File: src/sblt_pkg.sv
`timescale 1ns / 1ps
`default_nettype none
// ----------------------------------------------------------------------------
// sblt_pkg
// Shared types, op codes and constants for the stepper, beep and LED
// tick controller.
// ----------------------------------------------------------------------------
package sblt_pkg;

	localparam int DURATION_BITS = 16;
	localparam int STEP_BITS     = 32;

	localparam logic [15:0] DUR_MASK  = (DURATION_BITS >= 16) ? 16'hFFFF :
		16'((32'd1 << DURATION_BITS) - 32'd1);
	localparam logic [31:0] STEP_MASK = (STEP_BITS >= 32) ? 32'hFFFF_FFFF :
		32'((64'd1 << STEP_BITS) - 64'd1);

	typedef enum logic [2:0] {
		OP_TICK       = 3'd0,
		OP_START_MOVE = 3'd1,
		OP_START_BEEP = 3'd2,
		OP_START_LED  = 3'd3,
		OP_LOAD_MS    = 3'd4
	} op_t;

	localparam logic [1:0] MODEL_TWO_PHASE = 2'd0;
	localparam logic [1:0] MODEL_WAVE      = 2'd1;
	localparam logic [1:0] MODEL_FULL      = 2'd2;
	localparam logic [1:0] MODEL_HALF      = 2'd3;

	localparam logic [3:0] COIL_TAB [0:3][0:7] = '{
		'{4'hA, 4'h6, 4'h5, 4'h9, 4'h0, 4'h0, 4'h0, 4'h0},
		'{4'h1, 4'h2, 4'h4, 4'h8, 4'h0, 4'h0, 4'h0, 4'h0},
		'{4'h9, 4'h3, 4'h6, 4'hC, 4'h0, 4'h0, 4'h0, 4'h0},
		'{4'h9, 4'h1, 4'h3, 4'h2, 4'h6, 4'h4, 4'hC, 4'h8}
	};

	typedef struct packed {
		logic [2:0]  op;
		logic [31:0] step_count;
		logic [7:0]  speed_div;
		logic        clockwise;
		logic [15:0] burst_count;
		logic [15:0] on_time;
		logic [15:0] off_time;
		logic [15:0] tone_freq;
		logic [31:0] ms_value;
	} item_t;

	typedef struct packed {
		logic [3:0]  coils;
		logic        beep_on;
		logic [15:0] beep_freq;
		logic        led_on;
		logic [31:0] steps_left;
		logic [31:0] ms_left;
	} result_t;

	typedef struct packed {
		logic tick;
		logic start;
	} motor_ctrl_t;

	typedef struct packed {
		logic tick;
		logic load;
	} burst_ctrl_t;

endpackage
`default_nettype wire

File: src/sblt_motor.sv
`timescale 1ns / 1ps
`default_nettype none
// ----------------------------------------------------------------------------
// sblt_motor
// Speed divider, step counter and coil phase sequencer.
// ----------------------------------------------------------------------------
module sblt_motor (
	input  wire logic                 clk,
	input  wire logic                 arst_n,
	input  wire sblt_pkg::motor_ctrl_t ctrl,
	input  wire logic [1:0]           motor_model,
	input  wire logic [31:0]          step_count,
	input  wire logic [7:0]           speed_div,
	input  wire logic                 clockwise,
	output logic [3:0]                coils_next,
	output logic [31:0]               steps_next
);

	logic [7:0]         div_q, div_n;
	logic [7:0]         reload_q, reload_n;
	logic [31:0]        steps_q, steps_n;
	logic signed [4:0]  phase_q, phase_n;
	logic               cw_q, cw_n;
	logic [3:0]         coil_q, coil_n;
	logic signed [4:0]  last;

	always_comb begin
		div_n    = div_q;
		reload_n = reload_q;
		steps_n  = steps_q;
		phase_n  = phase_q;
		cw_n     = cw_q;
		coil_n   = coil_q;
		last     = (motor_model == sblt_pkg::MODEL_HALF) ? 5'sd7 : 5'sd3;
		if (ctrl.tick) begin
			div_n = div_q - 8'd1;
			if (div_n == 8'd0) begin
				div_n = reload_q;
				if (steps_q != 32'd0) begin
					if (cw_q) begin
						phase_n = phase_q + 5'sd1;
						if (phase_n > last)
							phase_n = 5'sd0;
					end else begin
						phase_n = phase_q - 5'sd1;
						if (phase_n < 5'sd0)
							phase_n = last;
					end
					// hold the last pattern when the phase is off the table
					if (phase_n >= 5'sd0 && phase_n <= last)
						coil_n = sblt_pkg::COIL_TAB[motor_model][phase_n[2:0]];
					steps_n = steps_q - 32'd1;
				end
				if (steps_n == 32'd0)
					coil_n = 4'h0;
			end
		end else if (ctrl.start) begin
			steps_n  = step_count & sblt_pkg::STEP_MASK;
			reload_n = speed_div;
			div_n    = speed_div;
			cw_n     = clockwise;
			phase_n  = clockwise ? -5'sd1 : 5'sd4;
		end
	end

	always_ff @(posedge clk or negedge arst_n) begin
		if (!arst_n) begin
			div_q    <= '0;
			reload_q <= '0;
			steps_q  <= '0;
			phase_q  <= '0;
			cw_q     <= 1'b0;
			coil_q   <= '0;
		end else begin
			div_q    <= div_n;
			reload_q <= reload_n;
			steps_q  <= steps_n;
			phase_q  <= phase_n;
			cw_q     <= cw_n;
			coil_q   <= coil_n;
		end
	end

	assign coils_next = coil_n;
	assign steps_next = steps_n;

endmodule
`default_nettype wire

File: src/sblt_burst.sv
`timescale 1ns / 1ps
`default_nettype none
// ----------------------------------------------------------------------------
// sblt_burst
// Burst generator: repeats on-time / off-time cycles for a given count.
// ----------------------------------------------------------------------------
module sblt_burst (
	input  wire logic                 clk,
	input  wire logic                 arst_n,
	input  wire sblt_pkg::burst_ctrl_t ctrl,
	input  wire logic [15:0]          burst_count,
	input  wire logic [15:0]          on_time,
	input  wire logic [15:0]          off_time,
	output logic                      out_next
);

	logic [15:0] left_q, left_n;
	logic [15:0] on_len_q, on_len_n;
	logic [15:0] off_len_q, off_len_n;
	logic [15:0] on_tmr_q, on_tmr_n;
	logic [16:0] off_tmr_q, off_tmr_n;
	logic        pausing_q, pausing_n;
	logic        reload_q, reload_n;
	logic        out_q, out_n;

	always_comb begin
		left_n    = left_q;
		on_len_n  = on_len_q;
		off_len_n = off_len_q;
		on_tmr_n  = on_tmr_q;
		off_tmr_n = off_tmr_q;
		pausing_n = pausing_q;
		reload_n  = reload_q;
		out_n     = out_q;
		if (ctrl.tick && left_q != 16'd0) begin
			if (reload_q) begin
				off_tmr_n = {1'b0, off_len_q} + 17'd1;
				on_tmr_n  = on_len_q;
				pausing_n = 1'b0;
				reload_n  = 1'b0;
			end
			if (!pausing_n && on_tmr_n != 16'd0) begin
				out_n    = 1'b1;
				on_tmr_n = on_tmr_n - 16'd1;
				if (on_tmr_n == 16'd0) begin
					out_n     = 1'b0;
					pausing_n = 1'b1;
				end
			end
			if (pausing_n && off_tmr_n != 17'd0) begin
				out_n     = 1'b0;
				off_tmr_n = off_tmr_n - 17'd1;
				if (off_tmr_n == 17'd0) begin
					pausing_n = 1'b0;
					left_n    = left_q - 16'd1;
					reload_n  = 1'b1;
				end
			end
		end else if (ctrl.load) begin
			// running timers keep going until the next cycle reload
			left_n    = burst_count;
			on_len_n  = on_time & sblt_pkg::DUR_MASK;
			off_len_n = off_time & sblt_pkg::DUR_MASK;
		end
	end

	always_ff @(posedge clk or negedge arst_n) begin
		if (!arst_n) begin
			left_q    <= '0;
			on_len_q  <= '0;
			off_len_q <= '0;
			on_tmr_q  <= '0;
			off_tmr_q <= '0;
			pausing_q <= 1'b0;
			reload_q  <= 1'b1;
			out_q     <= 1'b0;
		end else begin
			left_q    <= left_n;
			on_len_q  <= on_len_n;
			off_len_q <= off_len_n;
			on_tmr_q  <= on_tmr_n;
			off_tmr_q <= off_tmr_n;
			pausing_q <= pausing_n;
			reload_q  <= reload_n;
			out_q     <= out_n;
		end
	end

	assign out_next = out_n;

endmodule
`default_nettype wire

File: src/stepper_beep_led_tick_controller_core.sv
`timescale 1ns / 1ps
`default_nettype none
// ----------------------------------------------------------------------------
// stepper_beep_led_tick_controller_core
// Millisecond-tick controller for a unipolar stepper, a tone burst and an
// LED burst.
// ----------------------------------------------------------------------------
// Usage:
//   item channel (item_valid/item_ready/item) takes one command word per
//   cycle unless stalled: tick, start move/beeps/blinks or load ms counter.
//   result channel (result_valid/result_ready/result) returns one word per
//   command with the coil pattern, burst outputs and counters after it.
//   cfg_we/cfg_wdata write motor_model; write only while the block is idle.
// Path: a word is captured in the input register at its accepting edge,
//   and its updated state is written to the result register when it
//   advances, which waits while a held result is not yet taken.
// Throughput: one word per cycle when not stalled, set by the single
//   input register feeding one update pass into the result register.
// Reset: all counters, coils and burst outputs go to zero, motor_model to
//   the two-phase table; no word is pending.
// Stall: while result_ready is low the result and the word in the input
//   register hold; item_ready drops once both are occupied.
// ----------------------------------------------------------------------------
module stepper_beep_led_tick_controller_core (
	input  wire logic              clk,
	input  wire logic              arst_n,
	input  wire logic              item_valid,
	output logic                   item_ready,
	input  wire sblt_pkg::item_t   item,
	output logic                   result_valid,
	input  wire logic              result_ready,
	output sblt_pkg::result_t      result,
	input  wire logic              cfg_we,
	input  wire logic [1:0]        cfg_wdata
);

	sblt_pkg::item_t       item_s1;
	logic                  valid_s1;
	sblt_pkg::result_t     result_s2;
	logic                  valid_s2;
	logic                  advance;
	logic [1:0]            model_q;
	logic [31:0]           ms_q, ms_n;
	logic [15:0]           freq_q, freq_n;
	sblt_pkg::motor_ctrl_t motor_ctrl;
	sblt_pkg::burst_ctrl_t beep_ctrl, led_ctrl;
	logic [3:0]            coils_next;
	logic [31:0]           steps_next;
	logic                  beep_next, led_next;
	logic                  is_tick;

	assign advance    = valid_s1 && (!valid_s2 || result_ready);
	assign item_ready = !valid_s1 || advance;

	always_ff @(posedge clk or negedge arst_n) begin
		if (!arst_n) begin
			valid_s1 <= 1'b0;
		end else if (item_ready) begin
			valid_s1 <= item_valid;
		end
	end

	always_ff @(posedge clk) begin
		if (item_ready && item_valid)
			item_s1 <= item;
	end

	always_ff @(posedge clk or negedge arst_n) begin
		if (!arst_n) begin
			model_q <= sblt_pkg::MODEL_TWO_PHASE;
		end else if (cfg_we) begin
			model_q <= cfg_wdata;
		end
	end

	assign is_tick          = advance && item_s1.op == sblt_pkg::OP_TICK;
	assign motor_ctrl.tick  = is_tick;
	assign motor_ctrl.start = advance && item_s1.op == sblt_pkg::OP_START_MOVE;
	assign beep_ctrl.tick   = is_tick;
	assign beep_ctrl.load   = advance && item_s1.op == sblt_pkg::OP_START_BEEP;
	assign led_ctrl.tick    = is_tick;
	assign led_ctrl.load    = advance && item_s1.op == sblt_pkg::OP_START_LED;

	always_comb begin
		ms_n   = ms_q;
		freq_n = freq_q;
		if (is_tick && ms_q != 32'd0)
			ms_n = ms_q - 32'd1;
		else if (advance && item_s1.op == sblt_pkg::OP_LOAD_MS)
			ms_n = item_s1.ms_value;
		if (beep_ctrl.load)
			freq_n = item_s1.tone_freq;
	end

	always_ff @(posedge clk or negedge arst_n) begin
		if (!arst_n) begin
			ms_q   <= '0;
			freq_q <= '0;
		end else begin
			ms_q   <= ms_n;
			freq_q <= freq_n;
		end
	end

	sblt_motor u_motor (
		.clk         (clk),
		.arst_n      (arst_n),
		.ctrl        (motor_ctrl),
		.motor_model (model_q),
		.step_count  (item_s1.step_count),
		.speed_div   (item_s1.speed_div),
		.clockwise   (item_s1.clockwise),
		.coils_next  (coils_next),
		.steps_next  (steps_next)
	);

	sblt_burst u_beep (
		.clk         (clk),
		.arst_n      (arst_n),
		.ctrl        (beep_ctrl),
		.burst_count (item_s1.burst_count),
		.on_time     (item_s1.on_time),
		.off_time    (item_s1.off_time),
		.out_next    (beep_next)
	);

	sblt_burst u_led (
		.clk         (clk),
		.arst_n      (arst_n),
		.ctrl        (led_ctrl),
		.burst_count (item_s1.burst_count),
		.on_time     (item_s1.on_time),
		.off_time    (item_s1.off_time),
		.out_next    (led_next)
	);

	always_ff @(posedge clk or negedge arst_n) begin
		if (!arst_n) begin
			valid_s2 <= 1'b0;
		end else if (advance) begin
			valid_s2 <= 1'b1;
		end else if (result_ready) begin
			valid_s2 <= 1'b0;
		end
	end

	// capture the state as it stands after this word's update
	always_ff @(posedge clk) begin
		if (advance) begin
			result_s2.coils      <= coils_next;
			result_s2.beep_on    <= beep_next;
			result_s2.beep_freq  <= freq_n;
			result_s2.led_on     <= led_next;
			result_s2.steps_left <= steps_next;
			result_s2.ms_left    <= ms_n;
		end
	end

	assign result_valid = valid_s2;
	assign result       = result_s2;

`ifndef NO_ASSERTIONS
	a_stall_only_when_full: assert property (@(posedge clk) disable iff (!arst_n)
		!item_ready |-> (valid_s1 && valid_s2 && !result_ready))
		else $error("item_ready low without a stalled result");

	a_ms_never_grows: assert property (@(posedge clk) disable iff (!arst_n)
		!(advance && item_s1.op == sblt_pkg::OP_LOAD_MS) |=> ms_q <= $past(ms_q))
		else $error("ms counter grew without a load");

	a_result_from_advance: assert property (@(posedge clk) disable iff (!arst_n)
		$rose(valid_s2) |-> $past(advance))
		else $error("result appeared without an update");
`endif

endmodule
`default_nettype wire

File: config.mk
export PLATFORM = sky130hd
export DESIGN_NAME = stepper_beep_led_tick_controller_core
export DESIGN_NICKNAME = d
export VERILOG_FILES = /design/src/sblt_pkg.sv /design/src/sblt_motor.sv /design/src/sblt_burst.sv /design/src/stepper_beep_led_tick_controller_core.sv
export SDC_FILE = /design/constraint.sdc
export NUM_CORES = 1
export LEC_CHECK = 0
export BUFFER_PORTS_ARGS = -buffer_cell sky130_fd_sc_hd__buf_2
export CORE_AREA = 3 3 189 265
export DETAILED_ROUTE_END_ITERATION = 12
export DIE_AREA = 0 0 192 268
export GPL_TIMING_DRIVEN = 0
export PLACE_DENSITY = 0.8
export SLEW_MARGIN = 0
export SYNTH_ARGS = -nofsm -noshare
export SYNTH_HDL_FRONTEND = slang
export SYNTH_HIERARCHICAL = 1
export SYNTH_SLANG_ARGS = --single-unit
File: constraint.sdc
create_clock -name clk -period 7.05 [get_ports clk]
set_input_delay 1.0575 -clock clk [delete_from_list [all_inputs] [get_ports clk]]
set_output_delay 1.0575 -clock clk [all_outputs]
set_load 0.05 [all_outputs]
# After elaboration in Yosys (flattened, before gate mapping)
# Cells that the tools add are included.
# W data, S select, Z words.
totals:
  regBits: 504
  word_cells: 206
op_classes:
  n_addsub: 13
  n_lt_le_gt_ge: 6
  n_eq_ne: 11
  muxes: 83
  bitwise: 5
  reduce_logical: 46
ops:
  columns: ["cell", "count"]
  rows:
  - ["$mux W32", 10]
  - ["$mux W16", 15]
  - ["$mux W17", 6]
  - ["$bmux W32 S2", 1]
  - ["$reduce_bool A16 Y1", 4]
  - ["$reduce_bool A32 Y1", 2]
  - ["$sub A16 B1 Y16 const B", 4]
  - ["$sub A32 B1 Y32 const B", 2]
  - ["$mux W5", 11]
  - ["$add A16 B1 Y17 const B", 2]
  - ["$logic_not A17 Y1", 2]
  - ["$reduce_bool A17 Y1", 2]
  - ["$sub A17 B1 Y17 const B", 2]
  - ["$logic_not A16 Y1", 2]
  - ["$logic_not A32 Y1", 1]
  - ["$mux W1", 28]
  - ["$mux W4", 7]
  - ["$mux W8", 3]
  - ["$logic_and A1 B1 Y1", 15]
  - ["$bmux W4 S3", 1]
  - ["$reduce_and A3 Y1", 3]
  - ["$logic_not A8 Y1", 1]
  - ["$ne A2 B2 Y1 const B", 4]
  - ["$reduce_bool A2 Y1", 4]
  - ["22 further kinds", 32]

# Depth between registers and ports, before layout
logic_depth:
  depth_word: 17
  ltp_mapped: 19
  ltp_nobuf: 17

# Hierarchy
# Netlist, hierarchy kept.
by_module_without_submodules:
  columns: ["mod", "instances", "cells_per_inst", "area_each_um2", "seq_area_each_um2"]
  rows:
  - ["sblt_burst", 2, 746, 5979.5, 2103.3]
  - ["stepper_beep_led_tick_controller_core", 1, 540, 9725.6, 8087.8]
  - ["sblt_motor", 1, 561, 4558.1, 1451.4]

# Worst setup path before layout
# OpenSTA, ideal clock, no wires.
synth_path:
  path_type: "input -> register"
  from: "input result_ready"
  to: "register item_s1[0] (netlist name) (enable)"
  setup_ns: 0.515
  arrival_time_ns: 4.799
  slack_ns: 1.735
  stages: 2
  cell_sequence: "nand3b_1 -> and2_1"
synth_via:
  elab_chain_len: 4
synth_rtl:
  columns: ["element", "line", "source"]
  rows:
  - ["from (decl)", "stepper_beep_led_tick_controller_core.sv:31", "input wire logic result_ready,"]
  - ["$logic_or A1 B1 Y1", "stepper_beep_led_tick_controller_core.sv:52", "assign advance = valid_s1 && (!valid_s2 || result_ready);"]
  - ["$logic_and A1 B1 Y1", "stepper_beep_led_tick_controller_core.sv:52", null]
  - ["$logic_or A1 B1 Y1", "stepper_beep_led_tick_controller_core.sv:53", "assign item_ready = !valid_s1 || advance;"]
  - ["$logic_and A1 B1 Y1", "stepper_beep_led_tick_controller_core.sv:64", "if (item_ready && item_valid)"]
  - ["to (signal assigned)", "stepper_beep_led_tick_controller_core.sv:65", "item_s1 <= item;"]
  - ["to (decl)", "stepper_beep_led_tick_controller_core.sv:37", "sblt_pkg::item_t item_s1;"]
# No other way between the ends.
# A chain may end at the register's enable or synchronous reset.

# Final worst setup path
layout_path:
  from: "register u_beep.reload_q"
  to: "register u_beep.left_q[10]"
layout_via:
  elab_chain_len: 10
  word_cells_on_any_way: 21
  classes_between: "2 x add/sub; 2 x eq/ne; 9 x mux; 8 x reduce/logical"
layout_rtl:
  columns: ["element", "line", "source"]
  rows:
  - ["from (decl)", "sblt_burst.sv:23", "logic reload_q, reload_n;"]
  - ["from (signal assigned)", "sblt_burst.sv:84", "reload_q <= reload_n;"]
  - ["$mux W16", "sblt_burst.sv:36", "if (reload_q) begin"]
  - ["$mux W16", "sblt_burst.sv:35", "if (ctrl.tick && left_q != 16'd0) begin"]
  - ["$sub A16 B1 Y16", "sblt_burst.sv:44", "on_tmr_n = on_tmr_n - 16'd1;"]
  - ["$logic_not A16 Y1", "sblt_burst.sv:45", "if (on_tmr_n == 16'd0) begin"]
  - ["$mux W1", "sblt_burst.sv:45", null]
  - ["$mux W1", "sblt_burst.sv:42", "if (!pausing_n && on_tmr_n != 16'd0) begin"]
  - ["$mux W1", "sblt_burst.sv:35", null]
  - ["$logic_and A1 B1 Y1", "sblt_burst.sv:50", "if (pausing_n && off_tmr_n != 17'd0) begin"]
  - ["$ne A2 B2 Y1 (no line)", null, null]
  - ["$reduce_and A3 Y1 (no line) (*)", null, null]
  - ["to (signal assigned)", "sblt_burst.sv:78", "left_q <= left_n;"]
  - ["to (decl)", "sblt_burst.sv:17", "logic [15:0] left_q, left_n;"]
# Mark *: on every way between the ends. The rest lies on a longest branch, timed or not. The select of a mux whose other input is x is not followed.

==> results by group <==
Run
  • Max cap viols: 0

Critical path
  • Most used cell, CP: sky130_fd_sc_hd__buf_2
  • Slowest cell on crit path: sky130_fd_sc_hd__buf_1
  • Critical R2R Capture: u_beep/left_q[10]
  • Top delay family on crit path: buffers and inverters
  • Reg-to-reg setup timing slack: 0.48 ns
  • Signal arrival time at the worst endpoint: 7.06 ns
  • Critical path fanouts, max: 10
  • Startpoint type of the worst setup path: flip-flop
  • Crit path kind: reg2reg
  • Ordered cell list for the critical path: buf_2, buf_2, buf_1, buf_2, buf_2, mux2i_1, ha_1, xnor2_1, or4b_2, nor4_1, nand4_1, o21a_1, a2111oi_2, nand3_1, clkbuf_1, o31ai_1, nor2_1
  • Number of buffers and inverters on the critical path: 6
  • Required @ worst endpoint: 7.54 ns
  • Critical path capture point type: flip-flop
  • Register-to-Register Path Depth: 17
  • Highest cell delay on the worst timing path: 0.69 ns
  • Launch instance of the worst register-to-register path: u_beep/reload_q

Cells and area
  • Most common cell after layout, fill and taps aside: sky130_fd_sc_hd__nand2_1
  • Share of the core filled with cells: 62.7%
  • Summed area of non-filler cells in the final layout: 0.0300 sq mm
  • Commonest cells after routing, fill and taps aside: sky130_fd_sc_hd__nand2_1, sky130_fd_sc_hd__dfrtp_1, sky130_fd_sc_hd__buf_2
  • Net count of the finished layout: 3058
  • Fraction of layout cells with a size suffix above 1: 16.5%
  • Area overhead of the layout relative to synthesis: 14.4%
  • Number of fill cells in the layout: 3843

Clock network
  • Number of setup buffers added after CTS: 0
  • Post-cts hold buffer count: 0
  • TritonCTS clock tree: yes
  • H-tree depth: 2
  • Total of cells resized after clock tree synthesis: 0
  • CTS clk-pin slew, worst paths: 0.07 ns
  • Maximum buffer depth of the clock tree: 3
  • Root Driver: sky130_fd_sc_hd__clkbuf_16
  • Clock insertion delay at the later pin of the skew report: 0.61 ns
  • Sink Count: 504
  • TritonCTS Buffers: 47

Route
  • Ratio of routed vias to standard cells: 6.35
  • Initial DRC Count: 1982
  • Overall routed net length: 75500 um
  • DRC violations left: 0
  • Routed WL per cell: 21.2 um
  • Overall via count from detail_route: 22600
  • Post-detailed-route count of antenna-violating nets: 0
  • Iteration count of the initial detailed-routing pass: 6

Power
  • Pwr dens: 363 mW/mm^2
  • Leakage power total: 12.0 nW
  • VDD IR max: 0.260 mV
  • Final total power: 10.9 mW

Floorplan
  • I/O Pins: 235
  • Die boundary height: 268 um
  • Placeable core region: 0.0479 sq mm
  • Die X: 192 um
  • Initial core utilization: 54.8%
  • Die Outline Area: 0.0515 sq mm
  • Placement Rows: 95

STA
  • RSZ-0062 raised after global routing: no
  • Largest clock skew in the final design: 0.0235 ns
  • Highest clock rate: 0.152 GHz
  • Number of hold violations in the final report: 0
  • Min setup slack post-route: 0.475 ns
  • Hold_ws: 0.372 ns
  • Count of pins over their slew limit: 0
  • Final worst path period share: 93.3%
  • Shortest clock period the worst path allows after layout: 6.57 ns
  • Rel. slew slack: 20.5%
  • Transition time at the pin with the least slew margin: 1.19 ns
  • Final setup violation count: 0

Synth
  • Yosys Warn Count: 6
  • Post-synthesis sequential element count: 504
  • Cell accounting for the most synthesized area: sky130_fd_sc_hd__dfrtp_1
  • Number of nets produced by synthesis: 2770
  • Cell variety after synth: 104
  • Share of the synthesized area in the top cell type: 26.3%
  • Cell types with the largest area share after synthesis: sky130_fd_sc_hd__dfrtp_1, sky130_fd_sc_hd__edfxtp_1, sky130_fd_sc_hd__nand2_1
  • Sequential cell area fraction in the yosys report: 52.4%
  • Cell area after synthesis: 0.0262 sq mm
  • Instance count of the mapped netlist: 2593
  • Fraction of synthesis flops using an asynchronous set or reset pin: 55.2%
  • Post-synth EDFFs: 226
  • Average footprint of a synthesized cell: 10.1 sq um
  • Primary flip-flop cell chosen by synthesis mapping: sky130_fd_sc_hd__dfrtp_1

Place
  • Placed standard-cell area: 0.0284 sq mm
  • Weighted congestion at the end of routability-driven global placement: 0.963
  • Placed wire-length estimate: 53700 um
  • Pre-CTS setup slack: 0.675 ns
  • Input/output buffers: 234

GRT
  • Initial antenna violation count: 11
  • Number of global-route vias before repair: 22600
  • Aggregate global routing overflow: 0
  • Wire length of the first global-routing pass: 119000 um
  • Largest net degree at the start of global routing: 116
  • Tot GR Track Use: 29.1%

Status
  • Status: completed

Hold path
  • Tightest Hold Check Type: in2async
[worst max-delay path by stage]
| stage | start | endpoint | cells past startpoint |
|---|---|---|---|
| floorplan | result_ready | item_s1[0] | 2 |
| global placement | arst_n | u_motor/steps_q[6] | 1 |
| detailed placement | u_led/reload_q | u_led/left_q[10] | 17 |
| CTS | u_led/reload_q | u_led/left_q[10] | 17 |
| global route | u_led/reload_q | u_led/left_q[10] | 17 |
| finish | u_beep/reload_q | u_beep/left_q[10] | 17 |
[worst reg2reg max path, delay by kind of cell, from the launching register on]
family | cells | cell delay (ns)
DFF | 1 | 0.56
AOI/OAI and AO/OA | 3 | 1.03
adders and majority gates | 1 | 0.33
buffers and inverters | 6 | 2.43
xor gates and xnor gates | 1 | 0.10
and+or+nand+nor | 5 | 1.59
muxes | 1 | 0.43
[final cells by class]
type	instances	area, sq um	share of cell area (%)
Antenna cell	5	12.5	0.0417
Timing Repair Buffer	239	1320	4.39
Tap cell	630	788	2.62
Buffer	140	651	2.17
Multi-Input combinational cell	1893	11600	38.8
Inverter	56	213	0.708
Clock buffer	54	1220	4.07
Sequential cell	504	13700	45.8
Clock inverter	34	443	1.47
[cell usage after synthesis (8+ instances only)]
master                      count
sky130_fd_sc_hd__nand2_1      410
sky130_fd_sc_hd__dfrtp_1      276
sky130_fd_sc_hd__edfxtp_1     226
sky130_fd_sc_hd__nor2_1       173
sky130_fd_sc_hd__o21ai_0      172
sky130_fd_sc_hd__nor3_1        89
sky130_fd_sc_hd__a21oi_1       86
sky130_fd_sc_hd__clkbuf_1      86
sky130_fd_sc_hd__nand3_1       67
sky130_fd_sc_hd__nand4_1       65
sky130_fd_sc_hd__inv_1         54
sky130_fd_sc_hd__mux2i_1       51
sky130_fd_sc_hd__xnor2_1       51
sky130_fd_sc_hd__nor4_1        44
sky130_fd_sc_hd__xor2_1        44
sky130_fd_sc_hd__buf_2         38
sky130_fd_sc_hd__or3_1         38
sky130_fd_sc_hd__ha_1          30
sky130_fd_sc_hd__and2_1        28
sky130_fd_sc_hd__mux2_2        28
sky130_fd_sc_hd__or4_1         27
sky130_fd_sc_hd__o211ai_1      26
sky130_fd_sc_hd__o21a_1        24
sky130_fd_sc_hd__o22ai_1       24
sky130_fd_sc_hd__a221o_1       23
sky130_fd_sc_hd__a31oi_1       23
sky130_fd_sc_hd__a31o_2        22
sky130_fd_sc_hd__a22oi_1       21
sky130_fd_sc_hd__a211oi_1      20
sky130_fd_sc_hd__o31ai_1       18
sky130_fd_sc_hd__and3_1        16
sky130_fd_sc_hd__nand2b_1      16
sky130_fd_sc_hd__a21o_1        15
sky130_fd_sc_hd__nor2b_1       15
sky130_fd_sc_hd__nor3b_1       14
sky130_fd_sc_hd__or2_2         14
sky130_fd_sc_hd__nand3b_1      12
sky130_fd_sc_hd__o211a_1       10
sky130_fd_sc_hd__and4_1         8
sky130_fd_sc_hd__nor4b_1        8
sky130_fd_sc_hd__o2111ai_1      8
[kinds of logic (layout without fill, tap and decap cells)]
logic type / Yosys count / count (layout) / synth area share, %
and+or+nand+nor: 1099 / 1099 / 21.3
AOI/OAI and AO/OA: 590 / 590 / 15.3
DFF: 504 / 504 / 52.4
buffers and inverters: 196 / 523 / 3.28
xor gates and xnor gates: 95 / 95 / 3.17
muxes: 79 / 79 / 3.15
adders and majority gates: 30 / 30 / 1.43
other: 0 / 5 / 0
[per-stage QoR]
| stage | setup TNS (ns) | std cells |
|---|---|---|
| 2_1_floorplan | 0 | 2593 |
| 3_3_place_gp | -131.06 | 3457 |
| 3_5_place_dp | 0 | 3462 |
| 4_1_cts | 0 | 3550 |
| 5_1_grt | 0 | 3554 |
| 6_report | 0 | 3555 |
[metal layers]
metal  global-route usage (%)  part of all wire, %  up-vias
met4                     13.1                  4.3       14
met5                        0                 0.12        -
met3                     4.91                  7.5      253
li1                         -                    -    10200
met2                     50.6                   50     1124
met1                     35.5                   38    11000
[power breakdown]
| part | internal, mW | switching, mW |
|---|---|---|
| clock | 1.53 | 1.20 |
| sequential | 3.76 | 0.650 |
| combinational | 1.37 | 2.39 |
[state kept, by name, indices dropped and copies added (netlist names), 8 cells and up]
| name | flops |
|---|---|
| ms_q | 32 |
| freq_q | 16 |
| u_motor/reload_q | 8 |
| u_motor/div_q | 8 |
| u_motor/steps_q | 32 |
| u_beep/off_tmr_q | 17 |
| result | 86 |
| u_led/on_tmr_q | 16 |
| u_led/off_tmr_q | 17 |
| u_beep/left_q | 16 |
| u_led/off_len_q | 16 |
| item_s1 | 140 |
| u_led/on_len_q | 16 |
| u_led/left_q | 16 |
| u_beep/on_tmr_q | 16 |
| u_beep/off_len_q | 16 |
| u_beep/on_len_q | 16 |
Power figures use the tool's default switching activity.
